File: src/design/lpssd_pkg.sv
`timescale 1ns / 1ps
// ----------------------------------------------------------------------------
// lpssd_pkg: shared types and helpers for the light pulse sync/sweep decoder
// Beat payload structs, edge and register codes, and the axis parity helper.
// ----------------------------------------------------------------------------
package lpssd_pkg;

  localparam int unsigned TimeW   = 32;
  localparam int unsigned ThreshW = 16;
  localparam int unsigned DataW   = 32;
  localparam int unsigned AddrW   = 3;

  localparam logic [ThreshW-1:0] ThresholdReset = 16'd800;

  // A step of 160 ticks is 32 * 5, so the quotient is (w >> 5) / 5.
  localparam int unsigned StepShift = 5;
  localparam int unsigned QuotW     = TimeW - StepShift;

  typedef enum logic {
    EdgeFall = 1'b0,
    EdgeRise = 1'b1
  } edge_e;

  typedef enum logic {
    RegSweepThreshold = 1'b0
  } reg_idx_e;

  typedef struct packed {
    logic             req_type;
    logic [TimeW-1:0] edge_time;
  } req_t;

  typedef struct packed {
    logic [TimeW-1:0] x_interval;
    logic [TimeW-1:0] y_interval;
    logic [TimeW-1:0] pulse_width;
    logic             is_sweep;
    logic             axis_is_x;
    logic [TimeW-1:0] extra_falls;
  } rsp_t;

  typedef struct packed {
    logic pulse_open;
    logic measure_armed;
  } status_t;

  // Remainder by five of a value up to 127. Since 16 is 1 mod 5, the upper
  // bits fold onto the low nibble before a short compare chain.
  function automatic logic [2:0] mod5(input logic [6:0] s);
    logic [4:0] f;
    f = {1'b0, s[3:0]} + {2'b00, s[6:4]};
    if (f >= 5'd20) begin
      f = f - 5'd20;
    end else if (f >= 5'd15) begin
      f = f - 5'd15;
    end else if (f >= 5'd10) begin
      f = f - 5'd10;
    end else if (f >= 5'd5) begin
      f = f - 5'd5;
    end
    return f[2:0];
  endfunction

  // True when floor(w / 160) is even. The quotient's parity follows from
  // (w >> 5) mod 10, built from its residues mod 2 and mod 5; the mod 5
  // residue comes from the sum of hex digits.
  function automatic logic axis_even(input logic [TimeW-1:0] w);
    logic [QuotW-1:0] q;
    logic [27:0]      qe;
    logic [6:0]       acc;
    logic [2:0]       r5;
    q   = w[TimeW-1:StepShift];
    qe  = {1'b0, q};
    acc = '0;
    for (int i = 0; i < 7; i++) begin
      acc = acc + {3'b000, qe[4*i +: 4]};
    end
    r5 = mod5(acc);
    return ~(q[0] ^ r5[0]);
  endfunction

endpackage

File: src/design/lpssd_apb_regs.sv
`timescale 1ns / 1ps
// ----------------------------------------------------------------------------
// lpssd_apb_regs: configuration register file
// Holds the sweep threshold behind an APB-style port with no wait states.
// ----------------------------------------------------------------------------
module lpssd_apb_regs (
  input  logic                              clk_i,
  input  logic                              rst_ni,
  input  logic                              psel,
  input  logic                              penable,
  input  logic                              pwrite,
  input  logic [lpssd_pkg::AddrW-1:0]       paddr,
  input  logic [lpssd_pkg::DataW-1:0]       pwdata,
  output logic [lpssd_pkg::DataW-1:0]       prdata,
  output logic                              pready,
  output logic [lpssd_pkg::ThreshW-1:0]     threshold_o
);

  logic [lpssd_pkg::ThreshW-1:0] thresh_q, thresh_d;
  logic                          wr_en;

  // Only the word index matters; the byte offset bits are ignored.
  assign wr_en  = psel && penable && pwrite && (paddr[2] == lpssd_pkg::RegSweepThreshold);
  assign pready = 1'b1;

  always_comb begin
    thresh_d = thresh_q;
    if (wr_en) begin
      thresh_d = pwdata[lpssd_pkg::ThreshW-1:0];
    end
  end

  always_ff @(posedge clk_i or negedge rst_ni) begin
    if (!rst_ni) begin
      thresh_q <= lpssd_pkg::ThresholdReset;
    end else begin
      thresh_q <= thresh_d;
    end
  end

  always_comb begin
    prdata = '0;
    if (paddr[2] == lpssd_pkg::RegSweepThreshold) begin
      prdata = {{(lpssd_pkg::DataW - lpssd_pkg::ThreshW){1'b0}}, thresh_q};
    end
  end

  assign threshold_o = thresh_q;

endmodule

File: src/design/lpssd_in_reg.sv
`timescale 1ns / 1ps
// ----------------------------------------------------------------------------
// lpssd_in_reg: input register
// Captures one edge beat and holds it until the decoder core takes it.
// ----------------------------------------------------------------------------
module lpssd_in_reg (
  input  logic              clk_i,
  input  logic              rst_ni,
  input  logic              in_valid_i,
  output logic              in_ready_o,
  input  lpssd_pkg::req_t   in_data_i,
  output logic              stage_valid_o,
  output lpssd_pkg::req_t   stage_data_o,
  input  logic              stage_take_i
);

  logic            valid_q, valid_d;
  lpssd_pkg::req_t data_q, data_d;
  logic            load;

  // The register refills in the same cycle that the core drains it.
  assign in_ready_o = !valid_q || stage_take_i;
  assign load       = in_valid_i && in_ready_o;

  always_comb begin
    valid_d = valid_q;
    data_d  = data_q;
    if (load) begin
      valid_d = 1'b1;
      data_d  = in_data_i;
    end else if (stage_take_i) begin
      valid_d = 1'b0;
    end
  end

  always_ff @(posedge clk_i or negedge rst_ni) begin
    if (!rst_ni) begin
      valid_q <= 1'b0;
    end else begin
      valid_q <= valid_d;
    end
  end

  always_ff @(posedge clk_i) begin
    data_q <= data_d;
  end

  assign stage_valid_o = valid_q;
  assign stage_data_o  = data_q;

endmodule

File: src/design/lpssd_core.sv
`timescale 1ns / 1ps
// ----------------------------------------------------------------------------
// lpssd_core: pulse tracking state and result register
// Applies one edge per unstalled cycle and registers the status beat.
// ----------------------------------------------------------------------------
module lpssd_core (
  input  logic                           clk_i,
  input  logic                           rst_ni,
  input  logic                           stage_valid_i,
  input  lpssd_pkg::req_t                stage_data_i,
  output logic                           stage_take_o,
  input  logic [lpssd_pkg::ThreshW-1:0]  threshold_i,
  output logic                           out_valid_o,
  input  logic                           out_ready_i,
  output lpssd_pkg::rsp_t                out_data_o,
  output lpssd_pkg::status_t             status_o
);

  localparam int unsigned TW = lpssd_pkg::TimeW;

  logic          open_q, open_d;
  logic          armed_q, armed_d;
  logic          axis_q, axis_d;
  logic          sweep_q, sweep_d;
  logic [TW-1:0] start_q, start_d;
  logic [TW-1:0] prev_q, prev_d;
  logic [TW-1:0] ival_q, ival_d;
  logic [TW-1:0] x_q, x_d;
  logic [TW-1:0] y_q, y_d;
  logic [TW-1:0] width_q, width_d;
  logic [TW-1:0] falls_q, falls_d;

  logic            out_valid_q, out_valid_d;
  lpssd_pkg::rsp_t out_data_q, out_data_d;

  logic          take;
  logic [TW-1:0] t;
  logic [TW-1:0] w;

  assign take         = stage_valid_i && (!out_valid_q || out_ready_i);
  assign stage_take_o = take;
  assign t            = stage_data_i.edge_time;
  assign w            = t - start_q;

  always_comb begin
    open_d  = open_q;
    armed_d = armed_q;
    axis_d  = axis_q;
    sweep_d = sweep_q;
    start_d = start_q;
    prev_d  = prev_q;
    ival_d  = ival_q;
    x_d     = x_q;
    y_d     = y_q;
    width_d = width_q;
    falls_d = falls_q;
    if (take) begin
      if (stage_data_i.req_type == lpssd_pkg::EdgeFall) begin
        if (!open_q) begin
          start_d = t;
          open_d  = 1'b1;
          if (armed_q) begin
            ival_d = t - prev_q;
          end
          // The held interval is filed again even when nothing was armed.
          if (axis_q) begin
            x_d = ival_d;
          end else begin
            y_d = ival_d;
          end
          prev_d = t;
        end else begin
          falls_d = falls_q + TW'(1);
        end
      end else if (open_q) begin
        open_d  = 1'b0;
        width_d = w;
        sweep_d = (w < {{(TW - lpssd_pkg::ThreshW){1'b0}}, threshold_i});
        if (sweep_d) begin
          armed_d = 1'b0;
        end else begin
          armed_d = 1'b1;
          axis_d  = lpssd_pkg::axis_even(w);
        end
      end
    end
  end

  always_comb begin
    out_data_d             = out_data_q;
    out_valid_d            = out_valid_q;
    if (take) begin
      out_valid_d             = 1'b1;
      out_data_d.x_interval   = x_d;
      out_data_d.y_interval   = y_d;
      out_data_d.pulse_width  = width_d;
      out_data_d.is_sweep     = sweep_d;
      out_data_d.axis_is_x    = axis_d;
      out_data_d.extra_falls  = falls_d;
    end else if (out_ready_i) begin
      out_valid_d = 1'b0;
    end
  end

  always_ff @(posedge clk_i or negedge rst_ni) begin
    if (!rst_ni) begin
      open_q      <= 1'b0;
      armed_q     <= 1'b0;
      axis_q      <= 1'b0;
      sweep_q     <= 1'b0;
      start_q     <= '0;
      prev_q      <= '0;
      ival_q      <= '0;
      x_q         <= '0;
      y_q         <= '0;
      width_q     <= '0;
      falls_q     <= '0;
      out_valid_q <= 1'b0;
    end else begin
      open_q      <= open_d;
      armed_q     <= armed_d;
      axis_q      <= axis_d;
      sweep_q     <= sweep_d;
      start_q     <= start_d;
      prev_q      <= prev_d;
      ival_q      <= ival_d;
      x_q         <= x_d;
      y_q         <= y_d;
      width_q     <= width_d;
      falls_q     <= falls_d;
      out_valid_q <= out_valid_d;
    end
  end

  always_ff @(posedge clk_i) begin
    out_data_q <= out_data_d;
  end

  assign out_valid_o              = out_valid_q;
  assign out_data_o               = out_data_q;
  assign status_o.pulse_open      = open_q;
  assign status_o.measure_armed   = armed_q;

endmodule

File: src/design/light_pulse_sync_sweep_decoder.sv
`timescale 1ns / 1ps
// ----------------------------------------------------------------------------
// light_pulse_sync_sweep_decoder: photodiode pulse sync/sweep decoder
// Tracks optical pulses from timestamped edges and reports one status beat
// per edge: axis intervals, last pulse width, sweep flag, axis, extra falls.
//
//   Channel   Direction  Signals                              Beat
//   in        sink       in_valid_i / in_ready_o / in_data_i    one edge
//   out       source     out_valid_o / out_ready_i / out_data_o one status
//   config    slave      psel penable pwrite paddr pwdata ...   register access
//
// An edge beat waits in the input register until the core takes it, and its
// status beat is then registered. One edge per cycle is sustained unless
// the output stalls; the single state update per cycle sets it.
// Reset clears all pulse state and loads the threshold with 800 ticks.
// While the result register holds an untaken beat, no new edge is taken
// from the input register, which can still hold one further edge.
// ----------------------------------------------------------------------------
module light_pulse_sync_sweep_decoder (
  input  logic                        clk_i,
  input  logic                        rst_ni,
  input  logic                        in_valid_i,
  output logic                        in_ready_o,
  input  lpssd_pkg::req_t             in_data_i,
  output logic                        out_valid_o,
  input  logic                        out_ready_i,
  output lpssd_pkg::rsp_t             out_data_o,
  input  logic                        psel,
  input  logic                        penable,
  input  logic                        pwrite,
  input  logic [lpssd_pkg::AddrW-1:0] paddr,
  input  logic [lpssd_pkg::DataW-1:0] pwdata,
  output logic [lpssd_pkg::DataW-1:0] prdata,
  output logic                        pready
);

  logic                          stage_valid;
  lpssd_pkg::req_t               stage_data;
  logic                          stage_take;
  logic [lpssd_pkg::ThreshW-1:0] threshold;
  lpssd_pkg::status_t            status;

  lpssd_apb_regs u_regs (
    .clk_i       (clk_i),
    .rst_ni      (rst_ni),
    .psel        (psel),
    .penable     (penable),
    .pwrite      (pwrite),
    .paddr       (paddr),
    .pwdata      (pwdata),
    .prdata      (prdata),
    .pready      (pready),
    .threshold_o (threshold)
  );

  lpssd_in_reg u_in_reg (
    .clk_i         (clk_i),
    .rst_ni        (rst_ni),
    .in_valid_i    (in_valid_i),
    .in_ready_o    (in_ready_o),
    .in_data_i     (in_data_i),
    .stage_valid_o (stage_valid),
    .stage_data_o  (stage_data),
    .stage_take_i  (stage_take)
  );

  lpssd_core u_core (
    .clk_i         (clk_i),
    .rst_ni        (rst_ni),
    .stage_valid_i (stage_valid),
    .stage_data_i  (stage_data),
    .stage_take_o  (stage_take),
    .threshold_i   (threshold),
    .out_valid_o   (out_valid_o),
    .out_ready_i   (out_ready_i),
    .out_data_o    (out_data_o),
    .status_o      (status)
  );

  // An empty input register always accepts.
  a_ready_when_empty : assert property (@(posedge clk_i) disable iff (!rst_ni)
    !stage_valid |-> in_ready_o)
    else $error("input register empty but not ready");

  // Every edge taken by the core yields a status beat next cycle.
  a_take_gives_beat : assert property (@(posedge clk_i) disable iff (!rst_ni)
    stage_take |=> out_valid_o)
    else $error("taken edge produced no status beat");

  // A stalled result blocks the core from taking another edge.
  a_no_take_on_stall : assert property (@(posedge clk_i) disable iff (!rst_ni)
    (out_valid_o && !out_ready_i) |-> !stage_take)
    else $error("edge taken while result stalled");

  // A rising edge on an open pulse always closes it.
  a_rise_closes : assert property (@(posedge clk_i) disable iff (!rst_ni)
    (stage_take && (stage_data.req_type == lpssd_pkg::EdgeRise) && status.pulse_open)
      |=> !status.pulse_open)
    else $error("rising edge did not close the pulse");

endmodule
File: config.mk
export PLATFORM = sky130hd
export DESIGN_NAME = light_pulse_sync_sweep_decoder
export DESIGN_NICKNAME = d
export VERILOG_FILES = /design/src/design/lpssd_pkg.sv /design/src/design/lpssd_apb_regs.sv /design/src/design/lpssd_in_reg.sv /design/src/design/lpssd_core.sv /design/src/design/light_pulse_sync_sweep_decoder.sv
export SDC_FILE = /design/constraint.sdc
export NUM_CORES = 1
export LEC_CHECK = 0
export BUFFER_PORTS_ARGS = -buffer_cell sky130_fd_sc_hd__buf_4
export CAP_MARGIN = 25
export CORE_ASPECT_RATIO = 1.25
export CORE_UTILIZATION = 54
export DETAILED_ROUTE_END_ITERATION = 10
export PLACE_DENSITY = 0.73
export SYNTH_ARGS = -nofsm -noshare
export SYNTH_HDL_FRONTEND = slang
export SYNTH_SLANG_ARGS = --single-unit
File: constraint.sdc
create_clock -name clk_i -period 9.2 [get_ports clk_i]
set_clock_uncertainty 0.05 [all_clocks]
set_input_delay 0.46 -clock clk_i [delete_from_list [all_inputs] [get_ports clk_i]]
set_output_delay 0.46 -clock clk_i [all_outputs]
set_load 0.02 [all_outputs]
# After elaboration in Yosys (flattened, before gate mapping)
# Cells that the tools add are included.
# op_classes
n_eq_ne	0
div_mod_pow	0
mux	37
bitwise_logic	5
n_lt_le_gt_ge	5
shift	0
n_addsub	13
n_reduce_logical	13
multipliers	0
# ops
op	count
$mux W32	15
$add A32 B1 Y32 const B	1
$lt A32 B16 Y1	1
$sub A32 B32 Y32	1
$add A7 B4 Y7	4
$mux W1	21
$mux W16	1
$ge A5 B4 Y1 const B	2
$add A7 B3 Y7	1
$reduce_and A3 Y1	2
$add A4 B3 Y5	1
$add A4 B4 Y5	1
$ge A5 B3 Y1 const B	1
$ge A5 B5 Y1 const B	1
$logic_and A1 B1 Y1	5
$not A1 Y1	4
$reduce_bool A2 Y1	2
$sub A1 B1 Y1 const B	4
$logic_not A1 Y1	2
$logic_or A1 B1 Y1	2
$xor A1 B1 Y1	1
# totals
ram_bits	0
word_cells	94
ff_bits	377
romBits	0
n_memories	0
in_bits	75
latch_bits	0

# Longest topological paths before layout
# Gate-level depths: netlist (run 1).
# depth
word_depth	23
ltp_mapped	36
mapped_depth_nobuf	35

# Hierarchy
# A second synthesis (run 1) with hierarchy kept.
# unflattened
hier_cells	1442
area_unflattened_um2	16847.4
# by_module_without_submodules
mod	seq_area_each_um2	n_inst	area_per_inst_um2	cells_each
lpssd_core	8833.5	1	14899.3	1335
lpssd_in_reg	1016.0	1	1044.8	37
lpssd_apb_regs	404.1	1	903.4	70

# Worst setup path before layout (run 1)
# OpenSTA, ideal clock, no wires.
# synth_path
path_type	register -> register
startpoint	reg u_in_reg.data_q (netlist bit u_in_reg.stage_data_o[4])
endpoint	reg u_core.out_data_q (netlist bit u_core.out_data_o[32]) (data pin)
path_stages_with_launch	35
setup_time_ps	267
setup_slack_ps	2006
required_ps	8883
arrival_time_ps	6877
path_cell_list	edfxtp_1 -> ha_1 -> buf_6 -> a21oi_1 -> and2_1 -> nand2_1 -> a21oi_1 -> o21bai_1 -> a21o_1 -> a21oi_1 -> xnor2_1 -> ha_1 -> nand3b_1 -> a21oi_1 -> a311oi_1 -> xor2_1 -> fa_1 -> fa_1 -> fa_1 -> inv_1 -> ha_1 -> a21o_1 -> a21oi_1 -> xnor2_1 -> ha_1 -> a21o_1 -> a21oi_1 -> xnor2_1 -> nor2_1 -> o21ai_0 -> o31ai_1 -> a22oi_1 -> o21ai_0 -> xnor2_1 -> mux2_1
# synth_between
elab_chain_len	23
word_cells_on_any_way	31
# synth_rtl
element	line	text
start, declared	lpssd_in_reg.sv:18	lpssd_pkg::req_t data_q, data_d;
start signal, assigned	lpssd_in_reg.sv:45	data_q <= data_d;
$sub A32 B32 Y32 *	lpssd_core.sv:43	assign w = t - start_q;
$add A4 B4 Y5	lpssd_pkg.sv:76	acc = acc + {3'b000, qe[4*i +: 4]};
$add A7 B4 Y7 (4 in a row)	lpssd_pkg.sv:76	
$add A7 B3 Y7	lpssd_pkg.sv:76	
$add A4 B3 Y5	lpssd_pkg.sv:51	f = {1'b0, s[3:0]} + {2'b00, s[6:4]};
$ge A5 B3 Y1 or $sub A1 B1 Y1 (tied branches)	lpssd_pkg.sv:58, lpssd_pkg.sv:55, lpssd_pkg.sv:59	
$mux W1	lpssd_pkg.sv:58	end else if (f >= 5'd5) begin
$mux W1	lpssd_pkg.sv:56	end else if (f >= 5'd10) begin
[5 not listed]	--	
$mux W1	lpssd_core.sv:57	if (take) begin
$xor A1 B1 Y1	lpssd_pkg.sv:79	return ~(q[0] ^ r5[0]);
$not A1 Y1	lpssd_pkg.sv:79	
$mux W1 *	lpssd_core.sv:79	if (sweep_d) begin
$mux W1 *	lpssd_core.sv:75	end else if (open_q) begin
$mux W1 *	lpssd_core.sv:58	if (stage_data_i.req_type == lpssd_pkg::EdgeFall) begin
$mux W1 *	lpssd_core.sv:57	
via u_core.axis_d	lpssd_core.sv:23	logic axis_q, axis_d;
end signal, assigned	lpssd_core.sv:136	out_data_q <= out_data_d;
end, declared	lpssd_core.sv:34	lpssd_pkg::rsp_t out_data_q, out_data_d;
# The timed path passes the listed nets; every way through them passes the cells marked *. The select of a mux whose other input is x is not followed.
# A chain may end at the register's enable or synchronous reset.

# Worst setup path in the final report (run 1)
# layout_path
startpoint	reg u_in_reg.data_q (netlist bit u_in_reg.stage_data_o[10])
endpoint	reg u_core.out_data_q (netlist bit u_core.out_data_o[32]) (data pin)
# Same word-level chain as after synthesis.

==> results_dict.tcl, run 1 <==
set metrics [dict create \
    cp-endpoint "u_core.out_data_o[32]" \
    grt_max_degree 85 \
    setup_slack_ps 1270 \
    syn_area_um2 16600 \
    maxCapViolCount 0 \
    start_util_pct 55.1 \
    hold_buffers 1 \
    status "complete, no violations" \
    synth.avg_cell_area_um2 12.1 \
    wl_per_cell_um 16.8 \
    cts_resized 0 \
    drc 0 \
    cp_max_fo 7 \
    path_clk_slew_ps 60 \
    report.final.slew_viol_count 0 \
    gr-usage-all-layers_pct 21.7 \
    worst_slew_pin_slew_ps 928 \
    final.period_utilization_pct 86.2 \
    clock-sinks 377 \
    finalWirelength_um 33600 \
    slew_headroom_pct 38.1 \
    antenna_left 0 \
    die_w_um 159 \
    hold_viol_final 0 \
    pre_cts_slack_ps 1250 \
    drive_above_1_share_pct 21.0 \
    final_cells 2004 \
    syn_inst 1373 \
    synth_edf_count 163 \
    r2r-end "u_core.out_data_o[32]" \
    cts.htree.levels 2 \
    start_kind "flop" \
    core-area_um2 30100 \
    fin_crit_ps 7930 \
    yosys_most_used_dff "dfrtp_1" \
    overflow 0 \
    reg2reg_from "u_in_reg.stage_data_o[10]" \
    slowest_delay_ps 610 \
    post_cts_buffers 0 \
    root_buffer "clkbuf_16" \
    hold_slack_ps 60.5 \
    tritoncts "yes" \
    antenna_found_initial 0 \
    setup_violations 0 \
    cpMaxStageDelayCell "xnor2_1" \
    tns_ps 0 \
    critical_path_required_ps 9410 \
    rsz0062_at_grt "false" \
    num_vias 10700 \
    yosysSeqAreaShare_pct 61.8 \
    hpwl_um 24200 \
    grt_pass1_wl_um 54000 \
    syn2layout_area_growth_pct 18.4 \
    io_buffers 204 \
    ctsLongestPathBuffers 3 \
    n_antenna_cell 0 \
    ys_types 75 \
    critical_path.startpoint "u_in_reg.stage_data_o[10]" \
    yosysWarnings 0 \
    via_per_inst 5.32 \
    gp_congestion 0.834 \
    drt_iter0_drc 538 \
    first_global_vias 10500 \
    crit_path_end_kind "flop" \
    insertion_delay_ps 520 \
    cts_inserted_buffers 36 \
    hp-class "input port to flop" \
    synth_seq_cells 377 \
    die_y_um 198 \
    dieArea_um2 31400 \
    setup.worst_path.class "flop to flop" \
    nets 1727 \
    dp.cells 1935 \
    drtPass1Iterations 7 \
    pin_count 240 \
    num_rows 71 \
    r2r_setup_slack_ps 1270 \
    async_reset_ff_share_pct 56.8 \
    rr_worst_depth 28 \
    cp.arrival_ps 8140 \
    fmax_ghz 0.126 \
]
## how the worst min path moves through the flow
stage               cells past startpoint  slack (ps)                   endpoint          startpoint
global route                            1          40  u_in_reg.stage_data_o[27]       in_data_i[27]
CTS                                     1          40  u_in_reg.stage_data_o[26]       in_data_i[26]
finish                                  1          60  u_in_reg.stage_data_o[29]       in_data_i[29]
detailed placement                      1         410         u_core.falls_q[31]  u_core.falls_q[31]
global placement                        1         400         u_core.falls_q[31]  u_core.falls_q[31]
floorplan                               0         110             u_core.armed_q              rst_ni
## layout by cell type, fill, tap and decap left out, types with 45 or more instances in the layout
cell and count:
a21oi_1 53, dfrtp_1 211, ha_1 60, o21ai_0 154
buf_4 215, inv_1 80, nand2_1 188, xnor2_1 47
mux2_2 45, edfxtp_1 163, nor2_1 62
## area by class of cell
cell class                 count  area, um2
timing repair buffer         218       1670
multi-input combinational    860       5710
tap                          401        502
sequential                   377      10300
inverter                      82        310
clock inverter                20        233
clock buffer                  46        958
fill                        2275      10500
## cell families (layout without fill, tap and decap cells)
| kind of cell | Yosys count | count (layout) | synth area share, % |
|---|---|---|---|
| DFF | 377 | 377 | 61.8 |
| and+or+nand+nor | 343 | 343 | 9.16 |
| AOI/OAI and AO/OA | 289 | 289 | 10.2 |
| buffers and inverters | 151 | 366 | 4.17 |
| adders and majority gates | 78 | 78 | 6.65 |
| muxes | 67 | 67 | 4.39 |
| xor gates and xnor gates | 66 | 66 | 3.53 |
| other | 2 | 17 | 0.0453 |
## registers in the layout, summed over array words and instances (netlist names)
register and flops:
u_core.armed_q 1, u_core.axis_q 1, u_core.falls_q 32, u_core.ival_q 32
u_core.open_q 1, u_core.out_data_o 130, u_core.out_valid_o 1, u_core.start_q 32
u_core.sweep_q 1, u_core.width_q 32, u_core.x_q 32, u_core.y_q 32
u_in_reg.stage_data_o 33, u_in_reg.stage_valid_o 1, u_regs.threshold_o 16
## metal layers
layer  share of wire [%]  wire [um]  track usage (%)  up-vias
met5                   0          0                0        -
met4                 2.7        922             6.80        0
met3                 3.8       1260             2.97       64
met2                  51      17200             38.8      243
met1                  42      14200             27.5     5197
li1                    -          -                -     5163
## worst max-delay path, delay by kind of cell (launching register included)
kind            cells  cell delay [ps]
compound gates     10             1890
xor+xnor            5             1360
fa+ha+maj           7             2990
buf+inv             1               60
flops               1              390
mux                 1              300
simple gates        4              620
## through the flow
step / area, um2 / util [%]
finish: 19600 / 65.2
global route: 19600 / 65.2
CTS: 19600 / 65.1
global placement: 18400 / 61.1
detailed placement: 18400 / 61.1
floorplan: 16600 / -
## cells in the mapped netlist (4+ instances only)
cell type	number	area, um2
a211oi_1	6	45.0
o31ai_1	4	30.0
nor2b_1	8	50.1
clkbuf_1	36	135
nor2_1	62	233
xor2_1	18	158
o21a_1	9	67.6
o21ai_0	154	771
ha_1	60	751
buf_1	4	15.0
a21oi_1	53	265
nand4_1	14	87.6
mux2i_1	21	210
edfxtp_1	163	4890
a31oi_1	6	37.5
and2_1	4	25.0
nand2_1	189	709
o21bai_1	6	45.0
buf_4	18	135
nand2b_1	7	43.8
dfrtp_1	211	5280
nor3_1	10	50.1
xnor2_1	47	412
nand3_1	20	100
o211ai_1	6	45.0
inv_1	81	304
mux2_2	45	507
a21o_1	18	135
fa_1	17	340
and3_1	6	37.5
Power of run 1 is not shown: default switching activity piles up to over one toggle a cycle in this logic, so the estimate is an artifact.
==> inputs of run 2 (changes only) <==
--- a/config.mk
+++ b/config.mk
@@ -8,9 +8,9 @@
 export BUFFER_PORTS_ARGS = -buffer_cell sky130_fd_sc_hd__buf_4
 export CAP_MARGIN = 25
 export CORE_ASPECT_RATIO = 1.25
-export CORE_UTILIZATION = 54
+export CORE_UTILIZATION = 57
 export DETAILED_ROUTE_END_ITERATION = 10
-export PLACE_DENSITY = 0.73
+export PLACE_DENSITY = 0.77
 export SYNTH_ARGS = -nofsm -noshare
 export SYNTH_HDL_FRONTEND = slang
 export SYNTH_SLANG_ARGS = --single-unit
==> run 2 against run 1 <==
  * Count of clock-buffer cells in the layout rose by 9
  * Critical endpoint unchanged
  * Register-to-register slack got worse by 60 ps
  * Largest cell class unchanged
  * Global-route usage rose by 1.8 points
  * Flip-flop and latch count did not move
==> results_dict.tcl, run 2 (synthesis gave the netlist of run 1 again) <==
set metrics [dict create \
    cpMaxStageDelayCell "fa_1" \
    crit_family "adder cells" \
    insertion_delay_ps 530 \
    status "complete, no violations" \
    wl_per_cell_um 17.7 \
    via_per_inst 5.48 \
    nFillCells 2024 \
    hp-class "input port to async pin" \
    hold_slack_ps 9.31 \
    ctsLongestPathBuffers 3 \
    gp_congestion 0.845 \
    start_util_pct 58.2 \
    cp.arrival_ps 8210 \
    dieArea_um2 29800 \
    die_y_um 193 \
    slowest_delay_ps 600 \
    slew_headroom_pct 30.4 \
    cts.htree.levels 2 \
    cts_inserted_buffers 38 \
    io_buffers 204 \
    num_rows 69 \
    antenna_found_initial 0 \
    worst_slew_pin_slew_ps 1040 \
    grt_pass1_wl_um 54700 \
    postPlaceCellArea_um2 18300 \
    tritoncts "yes" \
    report.final.slew_viol_count 0 \
    die_w_um 155 \
    design_area_um2 19700 \
    crit_buf_inv 1 \
    tns_ps 0 \
    maxCapViolCount 0 \
    crit_path_end_kind "flop" \
    root_buffer "clkbuf_16" \
    rsz0062_at_grt "false" \
    seq_area_um2 10300 \
    start_kind "flop" \
    rr_worst_depth 33 \
    num_vias 10700 \
    cts_resized 0 \
    syn2layout_area_growth_pct 18.6 \
    hold_viol_final 0 \
    cp_common_cell "a21oi_1" \
    path_clk_slew_ps 60 \
    final.period_utilization_pct 86.8 \
    drtPass1Iterations 5 \
    drt_iter0_drc 669 \
    first_global_vias 10700 \
    hold_buffers 0 \
    fin_crit_ps 7990 \
    cp_num_cells 33 \
    hpwl_um 24300 \
    final_cell_mix "212 x buf_4, 211 x dfrtp_1, 188 x nand2_1" \
    grt_max_degree 138 \
    drc 0 \
    clock-sinks 377 \
    setup.worst_path.class "flop to flop" \
    overflow 0 \
    n_antenna_cell 0 \
    setup_violations 0 \
    fmax_ghz 0.125 \
    cp_max_fo 8 \
    critical_path_required_ps 9420 \
    antenna_left 0 \
    finalWirelength_um 34700 \
    pin_count 240 \
    largest_reg_flops 130 \
    core-area_um2 28500 \
    layout_commonest_cell "buf_4" \
    multi_input_area_um2 5710 \
    drive_above_1_share_pct 21.1 \
    gr-usage-all-layers_pct 23.6 \
    post_cts_buffers 0 \
    nets 1727 \
]
-- run 2: final cells by class --
type,instances,share of cell area (%)
clock buffers,55,5.42
inverters,82,1.58
well taps,355,2.26
flip-flops and latches,377,52.1
repair buffers,216,8.55
multi-input cells,860,29.0
clock inverters,15,1.02
-- run 2: worst reg2reg max path, delay by kind of cell, from the launching register on --
kind	cells	cell delay, ps
fa+ha+maj	7	2940
flops	1	390
buf+inv	1	60
compound gates	15	2150
simple gates	4	490
xor+xnor	5	1330
mux	1	310
-- run 2: per-layer routing --
metal	up-vias	wire, um	GRT usage, %
met1	5231	13900	29.2
met2	280	18200	42.5
met4	0	955	7.77
met5	-	0	0
met3	67	1600	3.30
li1	5165	-	-
-- run 2: metrics by stage --
step	instances	setup WS, ps	util (%)
6_report	1960	1210	69.0
3_3_place_gp	1887	1480	64.3
3_5_place_dp	1887	1330	64.3
5_1_grt	1960	769	69.0
4_1_cts	1957	1290	68.8
2_1_floorplan	1388	2010	-
-- run 2: path summary, 6_finish.rpt --
path                                          start                         to  slack (ps)
max                        u_in_reg.stage_data_o[4]      u_core.out_data_o[32]        1210
min                                          rst_ni          u_core.falls_q[7]           9
max reg2reg                u_in_reg.stage_data_o[4]      u_core.out_data_o[32]        1210
min reg2reg                      u_core.falls_q[31]         u_core.falls_q[31]         410
max in group asynchronous                    rst_ni         u_core.width_q[24]        7780
min in group clk_i                    in_data_i[12]  u_in_reg.stage_data_o[12]          50
Power of run 2 is left out for the same reason.
==> inputs of run 3 (changes only) <==
--- a/config.mk
+++ b/config.mk
@@ -7,7 +7,6 @@
 export LEC_CHECK = 0
 export BUFFER_PORTS_ARGS = -buffer_cell sky130_fd_sc_hd__buf_4
 export CAP_MARGIN = 25
-export CORE_ASPECT_RATIO = 1.25
 export CORE_UTILIZATION = 57
 export DETAILED_ROUTE_END_ITERATION = 10
 export PLACE_DENSITY = 0.77
==> run 3 against run 2 <==
  * Cell count up 1.4%
  * Utilization down 0.29 points
  * Non-clock buffer count down 1
  * Count of clock-buffer cells in the layout up 6
  * First-iteration DRC count up 14%
  * Via count up 0.10%
  * Worst setup slack better by 16 ps
  * Register-to-register slack better by 20 ps
  * Largest cell class unchanged
  * Critical path depth unchanged
  * Final area about the same
  * Die area about the same
==> results_dict.tcl, run 3 (synthesis gave the netlist of run 1 again) <==
set metrics [dict create \
    post_cts_buffers 0 \
    root_buffer "clkbuf_16" \
    final.period_utilization_pct 86.6 \
    antenna_found_initial 0 \
    critical_path_required_ps 9410 \
    n_antenna_cell 0 \
    core-area_um2 28600 \
    seq_area_um2 10300 \
    wl_met1_um 15300 \
    crit_path_end_kind "flop" \
    cts_resized 0 \
    setup_violations 0 \
    top_layer "met4" \
    num_vias 10800 \
    fmax_ghz 0.125 \
    via_per_inst 5.41 \
    nets 1726 \
    pin_count 240 \
    ctsLongestPathBuffers 3 \
    num_rows 62 \
    rr_worst_depth 33 \
    cts.htree.levels 2 \
    antenna_left 0 \
    slew_headroom_pct 29.6 \
    largest_reg_flops 130 \
    tns_ps 0 \
    cp.arrival_ps 8180 \
    maxCapViolCount 0 \
    cp_max_fo 4 \
    path_clk_slew_ps 60 \
    syn2layout_area_growth_pct 18.7 \
    fin_crit_ps 7970 \
    gp_congestion 0.840 \
    grt_pass1_wl_um 55100 \
    first_global_vias 10700 \
    report.final.slew_viol_count 0 \
    hpwl_um 23700 \
    overflow 0 \
    cts_inserted_buffers 38 \
    insertion_delay_ps 520 \
    drt_iter0_drc 762 \
    die_y_um 173 \
    die_w_um 173 \
    wl_per_cell_um 17.1 \
    clock-sinks 377 \
    hold_viol_final 0 \
    rsz0062_at_grt "false" \
    start_kind "flop" \
    cp_common_cell "a21oi_1" \
    setup.worst_path.class "flop to flop" \
    dieArea_um2 29800 \
    slowest_delay_ps 610 \
    worst_slew_pin_slew_ps 1060 \
    start_util_pct 57.9 \
    tritoncts "yes" \
    cpMaxStageDelayCell "xnor2_1" \
    drtPass1Iterations 5 \
    status "complete, no violations" \
    hp-class "input port to async pin" \
    io_buffers 204 \
    nFillCells 2019 \
    dr_wl_met3_um 1690 \
    finalWirelength_um 34100 \
    drive_above_1_share_pct 20.9 \
    hold_buffers 0 \
    gr-usage-all-layers_pct 23.1 \
    grt_max_degree 139 \
    wl_met2_um 16300 \
    drc 0 \
    multi_input_area_um2 5710 \
    final_cell_mix "211 x buf_4, 211 x dfrtp_1, 188 x nand2_1" \
]
[run 3: changes by cell type in the layout (fill, tap and decap cells not counted), sizes merged]
cell      change
buf           -1
bufinv        -2
clkbuf        +6
clkinv        -3
clkinvlp      -1
[run 3: layer usage]
| metal | global-route usage [%] | vias to the layer above |
|---|---|---|
| li1 | - | 5164 |
| met1 | 32.4 | 5236 |
| met2 | 37.8 | 301 |
| met3 | 3.52 | 53 |
| met4 | 6.14 | 0 |
| met5 | 0 | - |
[run 3: path summary, 6_finish.rpt]
| check | slack, ps | end | from |
|---|---|---|---|
| max in group asynchronous | 7890 | u_core.start_q[29] | rst_ni |
| min | 20 | u_core.falls_q[6] | rst_ni |
| max | 1230 | u_core.out_data_o[32] | u_in_reg.stage_data_o[1] |
| min in group clk_i | 60 | u_in_reg.stage_data_o[16] | in_data_i[16] |
| min reg2reg | 420 | u_core.falls_q[31] | u_core.falls_q[31] |
| max reg2reg | 1230 | u_core.out_data_o[32] | u_in_reg.stage_data_o[1] |
[run 3: final cells by class]
type	instances	share of cell area (%)
Inverter	82	1.58
Timing Repair Buffer	215	8.51
Multi-Input combinational cell	860	29.0
Tap cell	384	2.44
Clock buffer	61	5.74
Clock inverter	9	0.604
Sequential cell	377	52.1
[run 3: stage by stage]
step	setup slack (ps)	cell area (um2)	instances	util (%)	hold WS (ps)
after floorplan	2010	16600	1388	-	114
after global placement	1400	18400	1915	64.1	397
after detailed placement	1230	18400	1915	64.1	410
after CTS	1200	19600	1985	68.5	37.4
after global routing	670	19700	1988	68.7	39.1
final	1230	19700	1988	68.7	16.2
[run 3: critical path, delay by kind of cell, from the launching register on]
family | cells | cell delay (ps)
adders and majority gates | 7 | 2790
AOI/OAI and AO/OA | 15 | 2140
xor gates and xnor gates | 5 | 1370
and+or+nand+nor | 4 | 540
DFF | 1 | 440
muxes | 1 | 320
buffers and inverters | 1 | 60
Power of run 3 is left out for the same reason.
